File: src/rtl/core/btlv_pkg.sv
// Shared types and constants for the BER-TLV header parser.
// No dependencies; imported by every module of the block, not by the interfaces.
`timescale 1ns / 1ps

package btlv_pkg;

  // largest long-form length byte count the block accepts
  localparam int unsigned MAX_LENGTH_BYTES_DEF = 4;

  // tag and length encoding constants
  localparam logic [4:0] TAG_MULTI_MARK = 5'h1F;
  localparam int unsigned LONG_FORM_BIT = 7;

  // result status codes
  typedef enum logic [2:0] {
    ST_OK        = 3'd0,
    ST_TRUNCATED = 3'd1,
    ST_TAG_LONG  = 3'd2,
    ST_LEN_LONG  = 3'd3,
    ST_OVERRUN   = 3'd4
  } status_t;

  // one input item
  typedef struct packed {
    logic [7:0]  data_byte;
    logic        start_req;
    logic [31:0] buffer_size;
  } btlv_item_t;

  // one result item
  typedef struct packed {
    logic [15:0] tag;
    logic [31:0] value_length;
    logic [2:0]  header_length;
    status_t     status;
  } btlv_result_t;

endpackage

File: src/rtl/core/btlv_in_if.sv
// Input channel of the BER-TLV header parser: valid/ready plus one byte item.
// Depends on nothing but the port widths of the work item fields.
`timescale 1ns / 1ps

interface btlv_in_if;
  logic        valid;
  logic        ready;
  logic [7:0]  data_byte;
  logic        start_req;
  logic [31:0] buffer_size;

  modport source (output valid, output data_byte, output start_req, output buffer_size,
                  input ready);
  modport sink   (input valid, input data_byte, input start_req, input buffer_size,
                  output ready);
endinterface

File: src/rtl/core/btlv_out_if.sv
// Result channel of the BER-TLV header parser: valid/ready plus decoded header.
// Depends on nothing but the port widths of the result fields.
`timescale 1ns / 1ps

interface btlv_out_if;
  logic        valid;
  logic        ready;
  logic [15:0] tag;
  logic [31:0] value_length;
  logic [2:0]  header_length;
  logic [2:0]  status;

  modport source (output valid, output tag, output value_length, output header_length,
                  output status, input ready);
  modport sink   (input valid, input tag, input value_length, input header_length,
                  input status, output ready);
endinterface

File: src/rtl/core/btlv_step.sv
// Parser state and per-byte decode step of the BER-TLV header parser.
// Depends on btlv_pkg for the item, result and status types.
`timescale 1ns / 1ps

module btlv_step #(
  parameter int unsigned MAX_LENGTH_BYTES = btlv_pkg::MAX_LENGTH_BYTES_DEF
) (
  input  logic                  clk,
  input  logic                  rst_n,
  input  logic                  en,
  input  btlv_pkg::btlv_item_t  item,
  output logic                  res_valid,
  output btlv_pkg::btlv_result_t res
);
  import btlv_pkg::*;

  typedef enum logic [3:0] {
    PH_IDLE = 4'b0001,
    PH_TAG2 = 4'b0010,
    PH_LEN  = 4'b0100,
    PH_LENX = 4'b1000
  } phase_t;

  phase_t      phase_r, phase_nxt;
  logic [15:0] tag_r, tag_nxt;
  logic [31:0] len_r, len_nxt;
  logic [2:0]  left_r, left_nxt;
  logic [2:0]  hc_r, hc_nxt;
  logic [31:0] avail_r, avail_nxt;

  logic [6:0]  len_cnt;
  logic [2:0]  hc_inc;
  logic        short_buf;
  logic        overrun;
  logic [32:0] need;

  assign len_cnt   = item.data_byte[6:0];
  assign hc_inc    = hc_r + 3'd1;
  // another header byte is needed but the buffer is already used up
  assign short_buf = ({29'd0, hc_inc} >= avail_r);
  assign need      = {1'b0, len_nxt} + {30'd0, hc_nxt};
  assign overrun   = (need > {1'b0, avail_r});

  // next state and result for the byte in hand
  always_comb begin
    phase_nxt = phase_r;
    tag_nxt   = tag_r;
    len_nxt   = len_r;
    left_nxt  = left_r;
    hc_nxt    = hc_r;
    avail_nxt = avail_r;
    res_valid = 1'b0;
    res       = '0;
    res.status = ST_OK;

    if (item.start_req) begin
      avail_nxt = item.buffer_size;
      tag_nxt   = {8'd0, item.data_byte};
      len_nxt   = '0;
      left_nxt  = '0;
      hc_nxt    = 3'd1;
      phase_nxt = (item.data_byte[4:0] == TAG_MULTI_MARK) ? PH_TAG2 : PH_LEN;
      // start byte alone already uses up the buffer
      if (item.buffer_size <= 32'd1) begin
        res_valid  = 1'b1;
        res.status = ST_TRUNCATED;
        phase_nxt  = PH_IDLE;
      end
    end else begin
      unique case (phase_r)
        PH_TAG2: begin
          hc_nxt = hc_inc;
          if (item.data_byte[LONG_FORM_BIT]) begin
            res_valid  = 1'b1;
            res.status = ST_TAG_LONG;
            phase_nxt  = PH_IDLE;
          end else begin
            tag_nxt   = {tag_r[7:0], item.data_byte};
            phase_nxt = PH_LEN;
            if (short_buf) begin
              res_valid  = 1'b1;
              res.status = ST_TRUNCATED;
              phase_nxt  = PH_IDLE;
            end
          end
        end
        PH_LEN: begin
          hc_nxt = hc_inc;
          if (item.data_byte[LONG_FORM_BIT]) begin
            priority if (len_cnt > 7'(MAX_LENGTH_BYTES)) begin
              res_valid  = 1'b1;
              res.status = ST_LEN_LONG;
              phase_nxt  = PH_IDLE;
            end else if (len_cnt == 7'd0) begin
              // long form with no length bytes: zero length, header done
              len_nxt    = '0;
              res_valid  = 1'b1;
              res.tag    = tag_r;
              res.value_length  = 32'd0;
              res.header_length = hc_inc;
              res.status = overrun ? ST_OVERRUN : ST_OK;
              phase_nxt  = PH_IDLE;
            end else begin
              left_nxt  = len_cnt[2:0];
              phase_nxt = PH_LENX;
              if (short_buf) begin
                res_valid  = 1'b1;
                res.status = ST_TRUNCATED;
                phase_nxt  = PH_IDLE;
              end
            end
          end else begin
            // short form length
            len_nxt    = {24'd0, item.data_byte};
            res_valid  = 1'b1;
            res.tag    = tag_r;
            res.value_length  = {24'd0, item.data_byte};
            res.header_length = hc_inc;
            res.status = overrun ? ST_OVERRUN : ST_OK;
            phase_nxt  = PH_IDLE;
          end
        end
        PH_LENX: begin
          hc_nxt   = hc_inc;
          len_nxt  = {len_r[23:0], item.data_byte};
          left_nxt = left_r - 3'd1;
          if (left_nxt == 3'd0) begin
            res_valid  = 1'b1;
            res.tag    = tag_r;
            res.value_length  = len_nxt;
            res.header_length = hc_inc;
            res.status = overrun ? ST_OVERRUN : ST_OK;
            phase_nxt  = PH_IDLE;
          end else if (short_buf) begin
            res_valid  = 1'b1;
            res.status = ST_TRUNCATED;
            phase_nxt  = PH_IDLE;
          end
        end
        PH_IDLE: begin
          // bytes outside a header are dropped
        end
        default: begin
          phase_nxt = PH_IDLE;
        end
      endcase
    end
  end

  // parser state
  always_ff @(posedge clk) begin
    if (!rst_n) begin
      phase_r <= PH_IDLE;
      tag_r   <= '0;
      len_r   <= '0;
      left_r  <= '0;
      hc_r    <= '0;
      avail_r <= '0;
    end else if (en) begin
      phase_r <= phase_nxt;
      tag_r   <= tag_nxt;
      len_r   <= len_nxt;
      left_r  <= left_nxt;
      hc_r    <= hc_nxt;
      avail_r <= avail_nxt;
    end
  end

endmodule

File: src/rtl/core/ber_tlv_header_parser.sv
// Top level of the BER-TLV header parser: input register, decode step, result register.
// Depends on btlv_pkg, btlv_in_if, btlv_out_if and btlv_step.
`timescale 1ns / 1ps

// Usage
// - in_item carries one byte of a BER-TLV object per item; start_req marks the
//   first byte of an object and samples buffer_size (bytes available from there).
// - out_item gives one result per object: tag, value_length, header_length and
//   status, either when the header completes or as soon as an error is known.
//   Bytes after that result are dropped until the next start byte.
// - Path: the byte that finishes the header is held in the input register,
//   decoded combinationally, and its result is registered in the result
//   register, which drives out_item.
// - Throughput: one byte per cycle unless out_item stalls; every stage is a
//   single register with a one-byte decode between them.
// - Stall: when out_item.ready is low with a result waiting, the pipeline
//   holds; in_item.ready stays high until the input register is also full.
// - Reset (rst_n low, synchronous) empties both registers and returns the
//   parser to waiting for a start byte.
module ber_tlv_header_parser #(
  parameter int unsigned MAX_LENGTH_BYTES = btlv_pkg::MAX_LENGTH_BYTES_DEF
) (
  input  logic        clk,
  input  logic        rst_n,
  btlv_in_if.sink     in_item,
  btlv_out_if.source  out_item
);
  import btlv_pkg::*;

  logic         s1_valid_r;
  btlv_item_t   s1_item_r;
  logic         out_valid_r;
  btlv_result_t out_res_r;

  logic         adv;
  logic         step_en;
  logic         step_res_valid;
  btlv_result_t step_res;
  logic         in_fire;

  // pipeline moves when the result register is free or being taken
  assign adv          = !out_valid_r || out_item.ready;
  assign in_item.ready = !s1_valid_r || adv;
  assign in_fire      = in_item.valid && in_item.ready;
  assign step_en      = s1_valid_r && adv;

  // input register
  always_ff @(posedge clk) begin
    if (!rst_n) begin
      s1_valid_r <= 1'b0;
    end else if (in_item.ready) begin
      s1_valid_r <= in_item.valid;
    end
  end

  always_ff @(posedge clk) begin
    if (in_fire) begin
      s1_item_r.data_byte   <= in_item.data_byte;
      s1_item_r.start_req   <= in_item.start_req;
      s1_item_r.buffer_size <= in_item.buffer_size;
    end
  end

  // decode step
  btlv_step #(
    .MAX_LENGTH_BYTES(MAX_LENGTH_BYTES)
  ) u_step (
    .clk       (clk),
    .rst_n     (rst_n),
    .en        (step_en),
    .item      (s1_item_r),
    .res_valid (step_res_valid),
    .res       (step_res)
  );

  // result register
  always_ff @(posedge clk) begin
    if (!rst_n) begin
      out_valid_r <= 1'b0;
    end else if (adv) begin
      out_valid_r <= step_en && step_res_valid;
    end
  end

  always_ff @(posedge clk) begin
    if (step_en && step_res_valid) begin
      out_res_r <= step_res;
    end
  end

  assign out_item.valid         = out_valid_r;
  assign out_item.tag           = out_res_r.tag;
  assign out_item.value_length  = out_res_r.value_length;
  assign out_item.header_length = out_res_r.header_length;
  assign out_item.status        = out_res_r.status;

  // error results carry no decoded header
  a_err_fields_zero : assert property (@(posedge clk) disable iff (!rst_n)
    out_valid_r && (out_res_r.status == ST_TRUNCATED || out_res_r.status == ST_TAG_LONG ||
                    out_res_r.status == ST_LEN_LONG)
    |-> (out_res_r.tag == 16'd0 && out_res_r.value_length == 32'd0 &&
         out_res_r.header_length == 3'd0))
    else $error("error result with nonzero header fields");

  // a complete header spans at least a tag byte and a length byte
  a_hdr_len_min : assert property (@(posedge clk) disable iff (!rst_n)
    out_valid_r && (out_res_r.status == ST_OK || out_res_r.status == ST_OVERRUN)
    |-> out_res_r.header_length >= 3'd2)
    else $error("complete header shorter than two bytes");

  // a held byte is not lost while the result side stalls
  a_s1_hold : assert property (@(posedge clk) disable iff (!rst_n)
    s1_valid_r && !adv |=> s1_valid_r && $stable(s1_item_r))
    else $error("input register dropped a byte during stall");

  // a result register that is full and stalled keeps its result
  a_out_hold : assert property (@(posedge clk) disable iff (!rst_n)
    out_valid_r && !out_item.ready |=> out_valid_r && $stable(out_res_r))
    else $error("result register changed during stall");

endmodule
File: src/flat_wrapper.sv
// flat-port wrapper written by rule: the top's interface ports become plain ports
module ber_tlv_header_parser_flat import btlv_pkg::*;
#(
  parameter int unsigned MAX_LENGTH_BYTES = btlv_pkg::MAX_LENGTH_BYTES_DEF
)
  (clk, rst_n, in_item_valid, in_item_data_byte, in_item_start_req, in_item_buffer_size, in_item_ready, out_item_valid, out_item_tag, out_item_value_length, out_item_header_length, out_item_status, out_item_ready);
  btlv_in_if in_item_i ();
  btlv_out_if out_item_i ();
  input  logic clk;
  input  logic rst_n;
  input wire logic [$bits(in_item_i.valid)-1:0] in_item_valid;
  input wire logic [$bits(in_item_i.data_byte)-1:0] in_item_data_byte;
  input wire logic [$bits(in_item_i.start_req)-1:0] in_item_start_req;
  input wire logic [$bits(in_item_i.buffer_size)-1:0] in_item_buffer_size;
  output wire logic [$bits(in_item_i.ready)-1:0] in_item_ready;
  output wire logic [$bits(out_item_i.valid)-1:0] out_item_valid;
  output wire logic [$bits(out_item_i.tag)-1:0] out_item_tag;
  output wire logic [$bits(out_item_i.value_length)-1:0] out_item_value_length;
  output wire logic [$bits(out_item_i.header_length)-1:0] out_item_header_length;
  output wire logic [$bits(out_item_i.status)-1:0] out_item_status;
  input wire logic [$bits(out_item_i.ready)-1:0] out_item_ready;
  assign in_item_i.valid = in_item_valid;
  assign in_item_i.data_byte = in_item_data_byte;
  assign in_item_i.start_req = in_item_start_req;
  assign in_item_i.buffer_size = in_item_buffer_size;
  assign in_item_ready = in_item_i.ready;
  assign out_item_valid = out_item_i.valid;
  assign out_item_tag = out_item_i.tag;
  assign out_item_value_length = out_item_i.value_length;
  assign out_item_header_length = out_item_i.header_length;
  assign out_item_status = out_item_i.status;
  assign out_item_i.ready = out_item_ready;
  ber_tlv_header_parser #(.MAX_LENGTH_BYTES(MAX_LENGTH_BYTES)) u_core (.clk(clk), .rst_n(rst_n), .in_item(in_item_i), .out_item(out_item_i));
endmodule
File: config.mk
export PLATFORM = sky130hd
export DESIGN_NAME = ber_tlv_header_parser_flat
export DESIGN_NICKNAME = d
export VERILOG_FILES = /design/src/rtl/core/btlv_pkg.sv /design/src/rtl/core/btlv_in_if.sv /design/src/rtl/core/btlv_out_if.sv /design/src/rtl/core/btlv_step.sv /design/src/rtl/core/ber_tlv_header_parser.sv /design/src/flat_wrapper.sv
export SDC_FILE = /design/constraint.sdc
export NUM_CORES = 1
export LEC_CHECK = 0
export BUFFER_PORTS_ARGS = -buffer_cell sky130_fd_sc_hd__buf_4
export CORE_ASPECT_RATIO = 0.75
export CORE_MARGIN = 2
export CORE_UTILIZATION = 55
export DETAILED_ROUTE_END_ITERATION = 12
export PLACE_DENSITY = 0.72
export REMOVE_ABC_BUFFERS = 1
export SLEW_MARGIN = 10
export SYNTH_ARGS = -nofsm -noshare
export SYNTH_HDL_FRONTEND = slang
export SYNTH_HIERARCHICAL = 1
export SYNTH_SLANG_ARGS = --single-unit
File: constraint.sdc
create_clock -name clk -period 5.9 [get_ports clk]
set_input_delay 0 -clock clk [delete_from_list [all_inputs] [get_ports clk]]
set_output_delay 0 -clock clk [all_outputs]
set_load 0.02 [all_outputs]
# Word-level counts from Yosys, hierarchy flattened
# Cells that the tools add are included.
totals:
  out_inout_bits: 56
  in_bits: 45
  wordCells: 99
  reg_bits: 187
op_classes:
  magnitude_cmp: 4
  n_mux: 50
  add_sub_neg: 3
  n_eq_ne: 11
  n_reduce_logical: 16
ops:
  columns: ["cell", "n"]
  rows:
  - ["$mux 51", 3]
  - ["$mux 32", 4]
  - ["$pmux 51 s2", 1]
  - ["$pmux 32 s2", 1]
  - ["$mux 54", 1]
  - ["$mux 16", 3]
  - ["$mux 3", 14]
  - ["$add 32x3->33", 1]
  - ["$gt 33x32->1", 1]
  - ["$ge 3x32->1", 1]
  - ["$le 32x1->1 const B", 1]
  - ["$mux 4", 8]
  - ["$pmux 4 s4", 1]
  - ["$mux 1", 10]
  - ["$pmux 3 s3", 1]
  - ["$gt 7x3->1 const B", 1]
  - ["$logic_not 7->1", 1]
  - ["$ne 3x2->1 const B", 2]
  - ["$pmux 3 s2", 1]
  - ["$reduce_and 3->1", 2]
  - ["$eq 5x5->1 const B", 1]
  - ["$reduce_and 5->1", 1]
  - ["$eq 4x1->1 const B", 1]
  - ["$eq 4x2->1 const B", 1]
  - ["18 further kinds", 22]

# Logic depth before layout (Yosys ltp)
depth:
  ltp_word: 14
  ltp_mapped: 27

# Cells and area by module
# Netlist, hierarchy kept.
by_module_without_submodules:
  columns: ["mod", "cells_per_inst", "n_inst", "area_each_um2"]
  rows:
  - ["btlv_step", 910, 1, 6814.0]
  - ["ber_tlv_header_parser", 108, 1, 2965.3]

# Worst setup path before layout
# OpenSTA, ideal clock, no wires.
synth_path:
  path_type: "register to register"
  start: "reg u_core.u_step.phase_r[0]"
  end: "reg u_core.out_res_r, in the netlist u_core/out_item.status[2] (data pin)"
  path_slack_ns: 0.811
  n_path_buf: 3
  t_arrival_ns: 4.827
  t_required_ns: 5.638
  path_stages_with_launch: 27
  cell_sequence: "dfxtp_1 -> buf_6 -> nor4b_4 -> o211ai_2 -> nand3_1 -> clkbuf_1 -> a22oi_1 -> nor2_1 -> ha_1 -> inv_1 -> fa_1 -> inv_1 -> a21o_1 -> nand4_1 -> or4b_1 -> buf_2 -> nand2b_4 -> xnor2_2 -> ha_1 -> a21oi_1 -> nor2b_1 -> o21ai_0 -> nand2b_1 -> a2111oi_0 -> o21ai_0 -> o2111ai_1 -> o21ai_1"
synth_rtl:
  columns: ["element", "line", "rtl"]
  rows:
  - ["from (decl)", "btlv_step.sv:24", "phase_t phase_r, phase_nxt;"]
  - ["from (signal assigned)", "btlv_step.sv:160", "phase_r <= phase_nxt;"]
  - ["to (signal assigned)", "ber_tlv_header_parser.sv:87", "out_res_r <= step_res;"]
  - ["to (decl)", "ber_tlv_header_parser.sv:33", "btlv_result_t out_res_r;"]

==> impl_table.tex <==
\begin{tabular}{lr}
\hline
Metric & Value \\
\hline
\multicolumn{2}{l}{\textbf{Yosys}} \\
Cell types with the largest area share after synthesis & edfxtp\_1, dfxtp\_1, nand2\_1, ha\_1, a21oi\_1 \\
Async S/R FF share, synth & 0\% \\
Ranking of synthesized cells by instance count & nand2\_1, edfxtp\_1, dfxtp\_1, a21oi\_1, nor2\_1 \\
Most instantiated flip-flop cell in the synthesis netlist & edfxtp\_1 \\
Number of synthesized register bits & 187 \\
Number of standard cells after synthesis & 1018 \\
Area share of the leading cell type in the synthesized netlist & 29.2\% \\
Avg Cell Area, Syn & 9.61 µm² \\
Mapped cell area & 9780 µm² \\
Number of synthesized flops with an enable pin & 95 \\
Register area share after synthesis & 48.0\% \\
Post-synthesis cell type count & 78 \\
Cell type with the largest total area after synthesis & edfxtp\_1 \\
Synth Warn \# & 6 \\
Most frequent cell after synthesis & nand2\_1 \\
\multicolumn{2}{l}{\textbf{Timing}} \\
Hold Violations, Final & 0 \\
Finish-stage setup viols & 0 \\
Headroom to the max-slew limit & 27.5\% \\
Worst clock skew on the final layout & 0.00882 ns \\
Share of the clock period used by the worst path after layout & 94.3\% \\
Measured slew at the worst slew-check pin & 1.09 ns \\
Maximum clock frequency & 0.180 GHz \\
Max-slew violation total from the final report & 0 \\
Unrepaired setup endpoints after global routing & no \\
Min Tclk post-route & 5.57 ns \\
Sum of negative setup slack & 0 ns \\
\multicolumn{2}{l}{\textbf{Power and ir drop}} \\
Post-route total power & 2.87 mW \\
Maximum resistive drop on vdd & 0.189 mV \\
Static leakage & 4.64 nW \\
Pwr per Cell Area & 242 nW/µm² \\
\multicolumn{2}{l}{\textbf{Min path}} \\
Worst Hold Class & in2reg \\
\multicolumn{2}{l}{\textbf{Worst setup path}} \\
Crit path max-delay cell type & nor4\_1 \\
Worst EP arrival & 5.86 ns \\
Startpoint class of the critical path & flip-flop \\
CP Capture Type & flip-flop \\
Cell-by-cell trace of the critical path & xor2\_1 -> o211a\_1 -> a22oi\_1 -> nor2\_1 -> ha\_1 -> inv\_1 -> fa\_1 -> inv\_1 -> a21o\_1 -> nand4\_1 -> buf\_4 -> or2\_2 -> nor3\_1 -> xor2\_1 -> ha\_1 -> nand4\_1 -> nor4\_1 -> a21oi\_1 -> o211ai\_1 -> a21oi\_1 -> nor3\_1 -> o2111ai\_1 -> o21ai\_1 \\
Category of the most critical setup path & reg2reg \\
Worst EP required & 6.19 ns \\
Crit-path max cell delay & 0.65 ns \\
Crit Path Max Fanout & 7 \\
\multicolumn{2}{l}{\textbf{Floorplan}} \\
Vertical die dimension & 119 µm \\
Core outline area & 17600 µm² \\
Starting density of the core & 55.7\% \\
IO Count & 101 \\
Chip width & 158 µm \\
Standard-cell rows & 42 \\
Die footprint & 18900 µm² \\
\multicolumn{2}{l}{\textbf{Cells and area}} \\
Antenna Diode Count & 0 \\
Fraction of final layout cells sized beyond drive strength 1 & 16.5\% \\
Area delta synth->final & 21.4\% \\
Fill cell total of the finished layout & 1377 \\
Total Nets Final & 1235 \\
Sequential cell area & 4700 µm² \\
Multi-input gate area & 4650 µm² \\
\multicolumn{2}{l}{\textbf{Global routing}} \\
Overall routing resource usage & 26.6\% \\
Pin count of the biggest net entering global routing & 89 \\
Total global routing overflow & 0 \\
Initial antenna violation count & 0 \\
Number of global-route vias before repair & 7301 \\
Wire length of the first global-routing pass & 38800 µm \\
\multicolumn{2}{l}{\textbf{Clocking}} \\
Cell at the root of the clock tree & clkbuf\_16 \\
CTS HTree Levels & 4 \\
Clock tree from TritonCTS & done \\
Maximum count of clock buffers along a single path & 2 \\
Clock net sink count & 187 \\
Insertion delay to the later sink of the worst-skew pair & 0.44 ns \\
Number of buffers created by CTS & 17 \\
Clock slew at the register clock pins of the worst setup and hold paths & 0.07 ns \\
\multicolumn{2}{l}{\textbf{Detailed routing}} \\
Vias per inst & 5.79 \\
Total iterations of the first detailed-routing run & 5 \\
Routed length per placed instance & 17.6 µm \\
Via count & 8118 \\
Residual antenna-violating net count after detailed routing & 0 \\
Total detailed-routing wirelength & 24700 µm \\
Detailed-route DRC error count & 0 \\
Detailed Route Iter0 Violations & 848 \\
\multicolumn{2}{l}{\textbf{Placement}} \\
Port Buffers & 100 \\
DP HPWL & 17400 µm \\
RD Place Congestion & 0.940 \\
\multicolumn{2}{l}{\textbf{Job}} \\
Max-cap viol count & 0 \\
\multicolumn{2}{l}{\textbf{Status}} \\
Status & finished, final reports clean \\
\hline
\end{tabular}
-- placed cells by master, fill, tap and decap left out, types with 16 or more instances in the layout --
cell | synthesis | layout
a21o_1 | 16 | 16
a21oi_1 | 81 | 80
a22oi_1 | 21 | 21
and2_1 | 28 | 27
and3_1 | 30 | 30
buf_4 | 3 | 127
clkbuf_16 | 0 | 17
dfxtp_1 | 92 | 91
dlygate4sd3_1 | 0 | 46
edfxtp_1 | 95 | 95
ha_1 | 41 | 41
inv_1 | 50 | 50
mux2i_1 | 25 | 25
nand2_1 | 138 | 138
nand3_1 | 20 | 20
nor2_1 | 77 | 75
nor4_1 | 19 | 19
o21ai_0 | 26 | 26
xnor2_1 | 20 | 20
-- power breakdown --
part	leakage [nW]	total (mW)	switching [mW]	internal [mW]
clock	0.295	1.19	0.519	0.676
combinational	2.70	0.251	0.143	0.108
sequential	1.64	1.43	0.0302	1.40
total	4.64	2.87	0.691	2.18
-- flip-flops by register name, indices dropped and copies added, names as in the netlist --
register                       cells
u_core/s1_item_r                  41
u_core/out_item.value_length      32
u_core/u_step/avail_r             32
u_core/u_step/len_r               32
u_core/out_item.tag               16
u_core/u_step/tag_r               16
u_core/u_step/phase_r              4
u_core/out_item.header_length      3
u_core/out_item.status             3
u_core/u_step/hc_r                 3
u_core/u_step/left_r               3
u_core/out_item.valid              1
u_core/s1_valid_r                  1
-- layout make-up --
cell class,count,share of cell area [%]
sequential,187,39.6
multi-input combinational,718,39.2
timing repair buffer,173,11.9
clock buffer,17,3.58
tap,242,2.55
inverter,51,1.62
clock inverter,15,1.58
-- metrics by stage --
step / util, % / instance area, µm² / setup WS, ns / hold WS, ns / instances
6_report: 67.6 / 11900 / 0.334 / 0.275 / 1403
5_1_grt: 67.6 / 11900 / 0.0577 / 0.267 / 1403
4_1_cts: 67.6 / 11900 / 0.386 / 0.262 / 1403
3_5_place_dp: 61.5 / 10800 / 0.415 / 0.179 / 1325
3_3_place_gp: 61.5 / 10800 / 0.481 / 0.178 / 1325
2_1_floorplan: - / 9500 / 0.256 / 0.0889 / 956
-- repair_timing --
action	4_1_cts	5_1_grt
setup endpoints to repair	0	1
gates resized for setup	0	3
hold endpoints to repair	45	0
hold buffers	46	0
setup buffers	0	0
-- layer usage --
layer | track usage, % | up-vias | routed length, µm
met2 | 38.0 | 342 | 10600
met4 | 7.49 | 0 | 420
met5 | 0 | - | 0
met1 | 40.7 | 3835 | 11800
met3 | 5.75 | 32 | 1950
li1 | - | 3909 | -
-- final timing paths --
kind | from | endpoint | slack [ns] | cells after the start
max reg2reg | u_core/u_step/phase_r[2] | u_core/out_item.status[2] | 0.33 | 23
min | in_item_buffer_size[23] | u_core/s1_item_r[23] | 0.27 | 2
min reg2reg | u_core/u_step/avail_r[1] | u_core/u_step/avail_r[1] | 0.46 | 2
max | u_core/u_step/phase_r[2] | u_core/out_item.status[2] | 0.33 | 23
-- logic make-up (layout without fill, tap and decap cells) --
logic type | count (synthesis) | after routing | share of synthesized area, %
xor gates and xnor gates | 34 | 34 | 3.12
DFF | 187 | 187 | 48.0
adders and majority gates | 42 | 42 | 5.45
muxes | 25 | 25 | 2.56
AOI/OAI and AO/OA | 220 | 220 | 15.3
buffers and inverters | 113 | 256 | 4.77
and+or+nand+nor | 397 | 397 | 20.8
-- critical path, delay by kind of cell (launching register included) --
kind / cells / cell delay [ns]
AND/OR/NAND/NOR: 7 / 1.87
AO/OA/AOI/OAI: 8 / 1.22
adder cells (fa/ha/maj): 3 / 0.91
XOR/XNOR: 2 / 0.55
flip-flops: 1 / 0.51
buffers and inverters: 3 / 0.36
Note: power is estimated with default switching activity, not from simulation.
